==> config.mk <==
export PLATFORM = sky130hd
export DESIGN_NAME = pending_request_slot_tracker_unit
export DESIGN_NICKNAME = d
export VERILOG_FILES = /design/src/rtl/prst_pkg.sv /design/src/rtl/prst_ctrl.sv /design/src/rtl/prst_datapath.sv /design/src/rtl/pending_request_slot_tracker_unit.sv
export SDC_FILE = /design/constraint.sdc
export NUM_CORES = 2
export LEC_CHECK = 0
export BUFFER_PORTS_ARGS = -buffer_cell sky130_fd_sc_hd__buf_2
export CAP_MARGIN = 10
export CELL_PAD_IN_SITES_DETAIL_PLACEMENT = 1
export CELL_PAD_IN_SITES_GLOBAL_PLACEMENT = 2
export CORE_ASPECT_RATIO = 2
export CORE_MARGIN = 8
export CORE_UTILIZATION = 35
export CTS_CLUSTER_SIZE = 12
export DETAILED_ROUTE_END_ITERATION = 10
export PLACE_DENSITY_LB_ADDON = 0.05
export SETUP_SLACK_MARGIN = 0.05
export SLEW_MARGIN = 30
export SYNTH_ARGS = -nofsm -noshare
export SYNTH_HDL_FRONTEND = slang
export SYNTH_SLANG_ARGS = --single-unit
==> constraint.sdc <==
create_clock -name clk_i -period 8.65 [get_ports clk_i]
set_input_delay 0.865 -clock clk_i [delete_from_list [all_inputs] [get_ports clk_i]]
set_output_delay 0.865 -clock clk_i [all_outputs]
set_load 0.01 [all_outputs]
==> src/rtl/prst_pkg.sv <==
package prst_pkg;

  // Pool geometry and field widths.
  localparam int unsigned Slots       = 64;
  localparam int unsigned MaxSegments = 32;
  localparam int unsigned SlotW       = 6;
  localparam int unsigned SegW        = 6;
  localparam int unsigned CountW      = 7;
  localparam int unsigned ReqW        = 8;
  localparam int unsigned IdW         = 32;
  localparam int unsigned KindW       = 3;

  // Reset value of the refill mark: half the pool.
  localparam logic [CountW-1:0] RefillReset = CountW'(Slots / 2);

  // Operation codes of an input transaction.
  typedef enum logic {
    OP_ALLOCATE = 1'b0,
    OP_COMPLETE = 1'b1
  } operation_e;

  // Result codes.
  typedef enum logic [KindW-1:0] {
    KIND_ALLOCATED = 3'd0,
    KIND_FULL      = 3'd1,
    KIND_COUNTED   = 3'd2,
    KIND_FINISHED  = 3'd3,
    KIND_BAD_SLOT  = 3'd4
  } result_kind_e;

  typedef struct packed {
    operation_e        operation;
    logic [ReqW-1:0]   requester;
    logic [IdW-1:0]    request_id;
    logic              is_write;
    logic [SegW-1:0]   segment_count;
    logic [SlotW-1:0]  slot_in;
    logic              segment_ok;
  } in_item_t;

  typedef struct packed {
    result_kind_e      result_kind;
    logic [SlotW-1:0]  slot_out;
    logic [ReqW-1:0]   resp_requester;
    logic [IdW-1:0]    resp_id;
    logic              resp_is_write;
    logic              resp_status;
    logic [CountW-1:0] outstanding;
    logic              below_refill;
  } out_item_t;

  // Commands from the controller to the datapath.
  typedef struct packed {
    logic capture;  // latch the transaction and launch the memory reads
    logic execute;  // update state and load the result register
  } prst_cmd_t;

  // Status from the datapath to the controller.
  typedef struct packed {
    logic out_free; // result register can take a new result this cycle
  } prst_status_t;

endpackage

==> src/rtl/prst_ctrl.sv <==
module prst_ctrl
  import prst_pkg::*;
(
  input  logic         clk_i,
  input  logic         rst_ni,
  input  logic         in_valid_i,
  output logic         in_ready_o,
  input  prst_status_t status_i,
  output prst_cmd_t    cmd_o
);

  typedef enum logic {
    ST_IDLE,
    ST_EXEC
  } state_e;

  state_e state_q;

  // Sequencing: take a transaction, then finish it once the result register is free.
  always_ff @(posedge clk_i or negedge rst_ni) begin
    if (!rst_ni) begin
      state_q <= ST_IDLE;
    end else begin
      unique case (state_q)
        ST_IDLE: begin
          if (in_valid_i) begin
            state_q <= ST_EXEC;
          end
        end
        ST_EXEC: begin
          if (status_i.out_free) begin
            state_q <= ST_IDLE;
          end
        end
        default: state_q <= ST_IDLE;
      endcase
    end
  end

  // Commands follow directly from the state.
  assign in_ready_o    = (state_q == ST_IDLE);
  assign cmd_o.capture = (state_q == ST_IDLE) && in_valid_i;
  assign cmd_o.execute = (state_q == ST_EXEC) && status_i.out_free;

endmodule

==> src/rtl/prst_datapath.sv <==
module prst_datapath
  import prst_pkg::*;
(
  input  logic              clk_i,
  input  logic              rst_ni,
  input  logic              cfg_we_i,
  input  logic [CountW-1:0] cfg_wdata_i,
  input  in_item_t          in_item_i,
  input  prst_cmd_t         cmd_i,
  output prst_status_t      status_o,
  output logic              out_valid_o,
  input  logic              out_ready_i,
  output out_item_t         out_item_o
);

  typedef struct packed {
    logic [ReqW-1:0] requester;
    logic [IdW-1:0]  request_id;
    logic            is_write;
  } rec_entry_t;

  typedef struct packed {
    logic            failed;
    logic [SegW-1:0] count;
  } rem_entry_t;

  // Memories: free ring, per-slot records and per-slot remaining counts.
  logic [SlotW-1:0] ring_mem [Slots];
  rec_entry_t       rec_mem  [Slots];
  rem_entry_t       rem_mem  [Slots];

  // Valid bits stand in for the reset contents of the ring and the counts.
  logic [Slots-1:0] ring_vld_q;
  logic [Slots-1:0] rem_vld_q;

  logic [CountW-1:0] refill_q;
  logic [SlotW-1:0]  free_head_q, free_head_d;
  logic [SlotW-1:0]  free_tail_q, free_tail_d;
  logic [CountW-1:0] busy_q, busy_d;

  in_item_t          item_q;
  logic [SlotW-1:0]  ring_rd_q;
  logic              ring_vld_rd_q;
  rec_entry_t        rec_rd_q;
  rem_entry_t        rem_rd_q;
  logic              rem_vld_rd_q;

  logic              out_valid_q;
  out_item_t         out_q, out_d;

  // Write ports, driven in the execute cycle.
  logic              ring_we;
  logic [SlotW-1:0]  ring_waddr;
  logic              rec_we;
  logic              rem_we;
  logic [SlotW-1:0]  rem_waddr;
  rem_entry_t        rem_wdata;

  logic [SlotW-1:0]  alloc_slot;
  rem_entry_t        rem_cur;
  logic [SegW-1:0]   seg_cnt;
  logic [SegW-1:0]   count_next;
  logic              failed_next;

  assign status_o.out_free = !out_valid_q || out_ready_i;

  // Refill mark register.
  always_ff @(posedge clk_i or negedge rst_ni) begin
    if (!rst_ni) begin
      refill_q <= RefillReset;
    end else if (cfg_we_i) begin
      refill_q <= cfg_wdata_i;
    end
  end

  // Capture the transaction and launch the registered memory reads.
  always_ff @(posedge clk_i) begin
    if (cmd_i.capture) begin
      item_q        <= in_item_i;
      ring_rd_q     <= ring_mem[free_head_q];
      ring_vld_rd_q <= ring_vld_q[free_head_q];
      rec_rd_q      <= rec_mem[in_item_i.slot_in];
      rem_rd_q      <= rem_mem[in_item_i.slot_in];
      rem_vld_rd_q  <= rem_vld_q[in_item_i.slot_in];
    end
  end

  // Memory writes.
  always_ff @(posedge clk_i) begin
    if (ring_we) begin
      ring_mem[ring_waddr] <= item_q.slot_in;
    end
    if (rec_we) begin
      rec_mem[alloc_slot] <= '{requester:  item_q.requester,
                               request_id: item_q.request_id,
                               is_write:   item_q.is_write};
    end
    if (rem_we) begin
      rem_mem[rem_waddr] <= rem_wdata;
    end
  end

  // Entries never written read as their reset contents.
  assign alloc_slot = ring_vld_rd_q ? ring_rd_q : free_head_q;
  assign rem_cur    = rem_vld_rd_q ? rem_rd_q : '0;

  // Clamp the segment count into one to the maximum.
  always_comb begin
    seg_cnt = item_q.segment_count;
    if (seg_cnt == '0) begin
      seg_cnt = SegW'(1);
    end
    if (seg_cnt > SegW'(MaxSegments)) begin
      seg_cnt = SegW'(MaxSegments);
    end
  end

  assign count_next  = rem_cur.count - SegW'(1);
  assign failed_next = rem_cur.failed | ~item_q.segment_ok;

  // Execute: decide the result and the state updates. A six-bit slot number
  // always lies inside the pool, so only a free slot makes a completion bad.
  always_comb begin
    free_head_d = free_head_q;
    free_tail_d = free_tail_q;
    busy_d      = busy_q;
    ring_we     = 1'b0;
    ring_waddr  = free_tail_q;
    rec_we      = 1'b0;
    rem_we      = 1'b0;
    rem_waddr   = item_q.slot_in;
    rem_wdata   = '{failed: failed_next, count: count_next};
    out_d       = '0;
    out_d.slot_out = item_q.slot_in;

    if (item_q.operation == OP_ALLOCATE) begin
      if (busy_q == CountW'(Slots)) begin
        out_d.result_kind = KIND_FULL;
        out_d.slot_out    = '0;
      end else begin
        out_d.result_kind = KIND_ALLOCATED;
        out_d.slot_out    = alloc_slot;
        rec_we            = cmd_i.execute;
        rem_we            = cmd_i.execute;
        rem_waddr         = alloc_slot;
        rem_wdata         = '{failed: 1'b0, count: seg_cnt};
        free_head_d       = (free_head_q == SlotW'(Slots - 1)) ? '0
                                                              : free_head_q + SlotW'(1);
        busy_d            = busy_q + CountW'(1);
      end
    end else if (rem_cur.count == '0) begin
      out_d.result_kind = KIND_BAD_SLOT;
    end else begin
      rem_we = cmd_i.execute;
      if (count_next == '0) begin
        out_d.result_kind    = KIND_FINISHED;
        out_d.resp_requester = rec_rd_q.requester;
        out_d.resp_id        = rec_rd_q.request_id;
        out_d.resp_is_write  = rec_rd_q.is_write;
        out_d.resp_status    = failed_next;
        ring_we              = cmd_i.execute;
        free_tail_d          = (free_tail_q == SlotW'(Slots - 1)) ? '0
                                                                 : free_tail_q + SlotW'(1);
        if (busy_q != '0) begin
          busy_d = busy_q - CountW'(1);
        end
      end else begin
        out_d.result_kind = KIND_COUNTED;
      end
    end

    out_d.outstanding  = busy_d;
    out_d.below_refill = (busy_d < refill_q);
  end

  // Control registers: indices, count, valid bits and the result flag.
  always_ff @(posedge clk_i or negedge rst_ni) begin
    if (!rst_ni) begin
      free_head_q <= '0;
      free_tail_q <= '0;
      busy_q      <= '0;
      ring_vld_q  <= '0;
      rem_vld_q   <= '0;
      out_valid_q <= 1'b0;
    end else begin
      if (cmd_i.execute) begin
        free_head_q <= free_head_d;
        free_tail_q <= free_tail_d;
        busy_q      <= busy_d;
        out_valid_q <= 1'b1;
      end else if (out_ready_i) begin
        out_valid_q <= 1'b0;
      end
      if (ring_we) begin
        ring_vld_q[ring_waddr] <= 1'b1;
      end
      if (rem_we) begin
        rem_vld_q[rem_waddr] <= 1'b1;
      end
    end
  end

  // Result register.
  always_ff @(posedge clk_i) begin
    if (cmd_i.execute) begin
      out_q <= out_d;
    end
  end

  assign out_valid_o = out_valid_q;
  assign out_item_o  = out_q;

endmodule

==> src/rtl/pending_request_slot_tracker_unit.sv <==
// Channel   Direction  Handshake            Payload
// in        input      in_valid_i/ready_o   in_item_i (in_item_t)
// out       output     out_valid_o/ready_i  out_item_o (out_item_t)
// cfg       input      cfg_we_i             cfg_wdata_i (refill mark)
//
// Each transaction is handled in a capture state, which launches the synchronous
// reads of the ring, record and count memories, and an execute state, which updates them and loads the result.
// Reset clears all indices and counts at once; there is no clearing pass.
// A new transaction is taken while a result still waits; the second one holds
// in its execute cycle until the result register is free.
module pending_request_slot_tracker_unit
  import prst_pkg::*;
(
  input  logic              clk_i,
  input  logic              rst_ni,
  input  logic              cfg_we_i,
  input  logic [CountW-1:0] cfg_wdata_i,
  input  logic              in_valid_i,
  output logic              in_ready_o,
  input  in_item_t          in_item_i,
  output logic              out_valid_o,
  input  logic              out_ready_i,
  output out_item_t         out_item_o
);

  prst_cmd_t    cmd;
  prst_status_t status;

  // Controller.
  prst_ctrl u_ctrl (
    .clk_i      (clk_i),
    .rst_ni     (rst_ni),
    .in_valid_i (in_valid_i),
    .in_ready_o (in_ready_o),
    .status_i   (status),
    .cmd_o      (cmd)
  );

  // Datapath.
  prst_datapath u_datapath (
    .clk_i       (clk_i),
    .rst_ni      (rst_ni),
    .cfg_we_i    (cfg_we_i),
    .cfg_wdata_i (cfg_wdata_i),
    .in_item_i   (in_item_i),
    .cmd_i       (cmd),
    .status_o    (status),
    .out_valid_o (out_valid_o),
    .out_ready_i (out_ready_i),
    .out_item_o  (out_item_o)
  );

endmodule

Word-level counts from Yosys, hierarchy flattened
Memory sizes are Yosys's and may differ from the RTL's. A register that Yosys moved wholly into a read port is not among the register bits. Index checks and enable logic that the tools add are counted.

Register bits after elaboration: 272. Bits in writable memories: 3456. Output and inout bits: 61. Memories: 3.

Memories: u_datapath.rec_mem (depth 64, bits a word 41, read ports 1, clocked after memory_dff 1, write ports 1, line prst_datapath.sv:29) `rec_entry_t rec_mem [Slots];`; u_datapath.rem_mem (depth 64, bits a word 7, read ports 1, clocked after memory_dff 1, write ports 1, line prst_datapath.sv:30) `rem_entry_t rem_mem [Slots];`; u_datapath.ring_mem (depth 64, bits a word 6, read ports 1, clocked after memory_dff 1, write ports 1, line prst_datapath.sv:28) `logic [SlotW-1:0] ring_mem [Slots];`.

Reductions and logical operators: 14. Add/subtract/negate cells: 5. Multiplexer cells: 46. Magnitude comparators: 8. Equality and inequality tests: 3. Bitwise operators: 9.

Operator list (number): bitwise OR 64 bit (2); 2-to-1 mux 7 bit (9); 2-to-1 mux 6 bit (8); < comparator 6 x 7 -> 1 bit, second input constant (4); 2-to-1 mux 1 bit (22); logical NOT 6 bit (3); adder 6 x 1 -> 6 bit, second input constant (2); binary-select mux 1 bit (select 6 bit) (2); demux 1 bit (select 6 bit) (2); == test 6 bit, second input constant (2); greater-or-equal comparator 6 x 1 -> 1 bit, second input constant (2); adder 7 x 1 -> 7 bit, second input constant (1); == test 7 bit, second input constant (1); < comparator 7 bit (1); nonzero test 7 bit (1); subtractor 7 x 1 -> 7 bit, second input constant (1); > comparator 6 bit, second input constant (1); 2-to-1 mux 3 bit (2); NOT 1 bit (6); subtractor 6 x 1 -> 6 bit, second input constant (1); logical AND 1 bit (4); AND reduction 4 bit (1); AND reduction 3 bit (1); OR reduction 3 bit (1); 5 further kinds (5).

Logic depth before layout (Yosys ltp)
Depth in word-level cells: 8. Depth in mapped cells: 16. Depth with buffers taken out: 14.

Hierarchy
Synthesis repeated with hierarchy kept, for this count alone.

Cell total of the unflattened synthesis: 6224. Area, all modules: 144947.8 µm².

Modules (own cells, without submodules): prst_datapath (times used 1, seq. area each 112764.4 µm², area each 144896.5 µm², cells each 6219); prst_ctrl (times used 1, seq. area each 25.0 µm², area each 51.3 µm², cells each 5).

Worst setup path after synthesis
OpenSTA, ideal clock, no wires.

Path kind: input-to-reg. Start: input port in_valid_i. End: register u_datapath.item_q[0] (netlist bit) (enable). Path slack: 2.368 ns. Buffers on the path: 0. Setup time: 0.595 ns. Data required time: 8.055 ns. Cell stages on the path: 1. Arrival: 5.687 ns. Cell sequence: nor2b_1.

Cells in the longest elaborated chain, start to end: 1.

RTL lines: from (decl) (line pending_request_slot_tracker_unit.sv:18) `input logic in_valid_i,`; logical AND 1 bit (line prst_ctrl.sv:42) `assign cmd_o.capture = (state_q == ST_IDLE) && in_valid_i;`; to (signal assigned) (line prst_datapath.sv:79) `item_q <= in_item_i;`; to (decl) (line prst_datapath.sv:41) `in_item_t item_q;`.

No other way between the ends. A chain may end at the register's enable or synchronous reset.

Final worst setup path
Start: register u_datapath.busy_q[0]. End: memory u_datapath.rec_mem[22][5] (netlist bit) (enable).

Cells in the longest elaborated chain, start to end: 5.

RTL lines: from (decl) (line prst_datapath.sv:39) `logic [CountW-1:0] busy_q, busy_d;`; from (signal assigned) (line prst_datapath.sv:189) `busy_q <= busy_d;`; == test 7 bit (line prst_datapath.sv:137) `if (busy_q == CountW'(Slots)) begin`; 2-to-1 mux 1 bit (line prst_datapath.sv:137); 2-to-1 mux 1 bit (line prst_datapath.sv:136) `if (item_q.operation == OP_ALLOCATE) begin`; 2-to-1 mux 1 bit (line prst_datapath.sv:93) `if (rec_we) begin`; 2-to-1 mux 1 bit (not written as such) (line prst_datapath.sv:94) `rec_mem[alloc_slot] <= '{requester: item_q.requester,`; to (decl) (line prst_datapath.sv:29).

No other way between the ends.

==> results by group <==
Finish
  – Area grow syn2layout: 13.4%
  – Commonest cells after routing, fill and taps aside: edfxtp_1, mux4_2, clkbuf_16
  – Final instance area: 0.165 mm^2
  – Layout cells sized above 1: 29.2%
  – Final nets: 6776
  – Register cell area after layout: 0.113 mm^2
  – Area of the multi-input gates: 0.0313 mm^2
  – Commonest non-fill, non-tap cell in the layout: edfxtp_1
  – Layout fillers: 38100
  – Core Util, Final: 39.8%

Power and ir drop
  – Sw Pwr: 0.0108 W
  – Internal Dissipation: 0.0312 W
  – Leakage Power: 50.8 nW
  – Sw Share: 25.8%
  – Clock share of power: 35.5%
  – Logic gate share of total power: 12.5%
  – Worst VDD drop: 0.158 mV
  – Pwr Density: 255 mW/mm^2
  – Sequential Power Share: 51.9%

Yosys
  – Synth Area in Adders: 0.103%
  – Post-synth net total: 6357
  – Post-synth top flop: edfxtp_1
  – Async set-or-reset flop fraction in the synthesized netlist: 4.12%
  – Synthesized cell area: 0.145 mm^2
  – Flops & latches, synth: 3782
  – Sequential area share after synthesis: 77.7%
  – Post-synthesis compound-gate area fraction: 2.04%
  – Simple-gate share of the synthesized area: 1.82%
  – Largest family of logic cells by synthesized area: multiplexers
  – Top post-synthesis cells by area: edfxtp_1, mux4_2, dfrtp_1, nor2_1, o21bai_1
  – Cells after Synth: 6278
  – Post-synthesis mux area share: 17.1%
  – Yosys warnings: 0
  – Top cell type's share of synthesized area: 75.0%
  – EDFF count, synth: 3626
  – Synth Area in XOR/XNOR: 0.0724%
  – Post-synth cell types: 70
  – Mean Syn Cell Area: 23.1 um^2
  – Yosys top cell by area: edfxtp_1

Drt
  – Uppermost layer routed: met5
  – Final wirelength: 456000 um
  – Via density: 5.42
  – Wire per inst: 37.2 um
  – Initial DRC Count: 5130
  – Vias: 66400
  – Detail Route Antenna Nets: 0
  – Post-route DRC: 0
  – Met3 wire len: 12800 um
  – DRT Pass-1 Iters: 5
  – WL met1: 164000 um
  – Routed met2 length: 265000 um

Place
  – Dpl hpwl: 284000 um
  – Dpl cell area: 0.154 mm^2
  – Place WS: 3.61 ns
  – GP Congestion: 0.753
  – IO Port Bufs: 127

Clock tree
  – Clock transition at path regs: 0.06 ns
  – Worst-Skew Late Latency: 0.94 ns
  – Clock root buffer: clkbuf_16
  – CTS buffer count: 374
  – Clk sinks: 3782
  – CTS Buffer Depth: 4
  – H-tree levels: 5
  – CTS tree: built

STA
  – RSZ-0062 raised after global routing: no
  – Max-slew violation count: 0
  – Setup TNS: 0 ns
  – Achievable frequency: 198 MHz
  – Final Hold Fails: 0
  – Fin crit period: 5.05 ns
  – Final Cycle Share: 58.4%
  – Final worst hold slack: 0.118 ns
  – Tightest Pin Transition: 1.02 ns
  – Count of final setup violators: 0
  – Final worst slack: 3.60 ns
  – Post-route clock skew: 0.0366 ns
  – Slew margin rel.: 32.1%

Floorplanning
  – Top Ports: 128
  – Num rows: 334
  – Initial Util: 35.1%
  – Die area: 0.437 mm^2
  – Core area: 0.413 mm^2
  – Die Ht: 927 um
  – Die width: 471 um

Worst hold path
  – Worst Hold Launch: in_item_i[35]
  – Hold depth: 1
  – Worst hold-check path type: primary input to register
  – Hold Path End: u_datapath.item_q[35]

Global route
  – Antenna violations before repair: 21
  – Pin count of the biggest net entering global routing: 108
  – Global-route wire length before repair: 629000 um
  – GR Overflow Total: 0
  – Number of global-route vias before repair: 74300
  – Total GRT Usage: 20.5%

Critical path
  – Most Frequent Cell on Critical Path: buf_4
  – Startpoint types: register
  – Req. time, crit path: 9.19 ns
  – CP endpoint kind: register
  – Crit-path cells: inv_1, ha_1, or3b_1, o31ai_4, buf_4, nor3_1, nand2_1, nor2_4, buf_4
  – Critical R2R Launch: u_datapath.busy_q[0]
  – Crit-path max cell delay: 0.92 ns
  – Crit path max-delay cell type: nor2_4
  – CP arrival: 5.59 ns
  – R2r endpoint: u_datapath.rec_mem[22][5]
  – R2R setup slack: 3.60 ns
  – Reg2reg path depth: 9
  – Crit path max fanout: 34
  – Crit Path Class: register to register

Outcome
  – Outcome: completed

Run
  – Maxcap violations: 0
[cell usage after synthesis (23+ instances only)]
cell      number
nor4_1        42
dfrtp_1      155
buf_1         37
nor2_1       283
o21ai_0       31
nand2_1       63
mux2i_1       51
buf_2        128
o21bai_1     122
inv_1         23
and2_1        45
a211oi_1      25
edfxtp_1    3626
a22oi_1       26
clkbuf_1     167
nor2b_1       31
mux4_2      1072
o22ai_1       57
o221ai_1      29
a21oi_1       43
[kinds of logic (layout without fill, tap and decap cells)]
group,after synthesis,after routing
DFF,3782,3782
adders and majority gates,12,12
xor gates and xnor gates,12,12
other,0,11
buffers and inverters,385,973
muxes,1133,1133
and+or+nand+nor,556,556
AOI/OAI and AO/OA,398,398
[critical path: cells and delay by family (launching register included)]
kind / cells / cell delay (ns)
compound gates: 1 / 0.10
fa+ha+maj: 1 / 0.26
simple gates: 4 / 2.78
buf+inv: 3 / 1.00
flops: 1 / 0.43
[flip-flops by register name, summed over array words and instances, names as in the netlist, 41 cells and up]
signal and count:
u_datapath.rec_mem 2624, u_datapath.rem_mem 448, u_datapath.ring_mem 384, u_datapath.rem_vld_q 64, u_datapath.ring_vld_q 64, u_datapath.out_item_o 59, u_datapath.item_q 55, u_datapath.rec_rd_q 41
[what timing repair did]
action                                  CTS  global route
endpoints found under the hold margin    55             0
buffers inserted                          0             0
gates resized for setup                   0             0
endpoints found under the setup margin    0             0
hold buffers                             22             0
[routing by layer]
| metal | up-vias | track usage [%] |
|---|---|---|
| li1 | 27400 | - |
| met1 | 37300 | 22.8 |
| met2 | 1231 | 41.1 |
| met3 | 492 | 2.17 |
| met4 | 2 | 5.43 |
| met5 | - | 0 |
[power groups by stage]
stage,combinational (W),sequential [W],clock [W]
6_report,0.00527,0.0218,0.0149
5_1_grt,0.00561,0.0219,0.0160
4_1_cts,0.00552,0.0219,0.0154
3_5_place_dp,0.00551,0.0222,0
3_3_place_gp,0.00539,0.0222,0
2_1_floorplan,0.00260,0.0223,0
[per-stage QoR]
stage | power [W] | std cells
after global routing | 0.0435 | 12200
after detailed placement | 0.0277 | 11700
after floorplan | 0.0249 | 6278
after CTS | 0.0428 | 12200
final | 0.0420 | 12300
after global placement | 0.0276 | 11700
[area by class of cell]
class	count	area share [%]
tap	5376	4.08
multi-input combinational	2111	19.0
timing repair buffer	405	2.03
clock buffer	488	6.08
clock inverter	57	0.236
antenna	11	0.0167
sequential	3782	68.5
inverter	23	0.0539
[worst max-delay path by stage]
| stage | from | to | slack [ns] | cells after the start |
|---|---|---|---|---|
| 2_1_floorplan | in_valid_i | u_datapath.item_q[0] | 2.37 | 1 |
| 6_report | u_datapath.busy_q[0] | u_datapath.rec_mem[22][5] | 3.60 | 9 |
| 3_5_place_dp | u_datapath.busy_q[0] | u_datapath.rec_mem[26][5] | 3.61 | 9 |
| 3_3_place_gp | u_datapath.busy_q[0] | u_datapath.rec_mem[28][12] | 3.49 | 9 |
| 4_1_cts | u_datapath.busy_q[0] | u_datapath.rec_mem[26][12] | 3.57 | 9 |
| 5_1_grt | u_datapath.busy_q[0] | u_datapath.rec_mem[36][8] | 3.39 | 9 |
No activity file was read; power rests on OpenSTA's default activity.
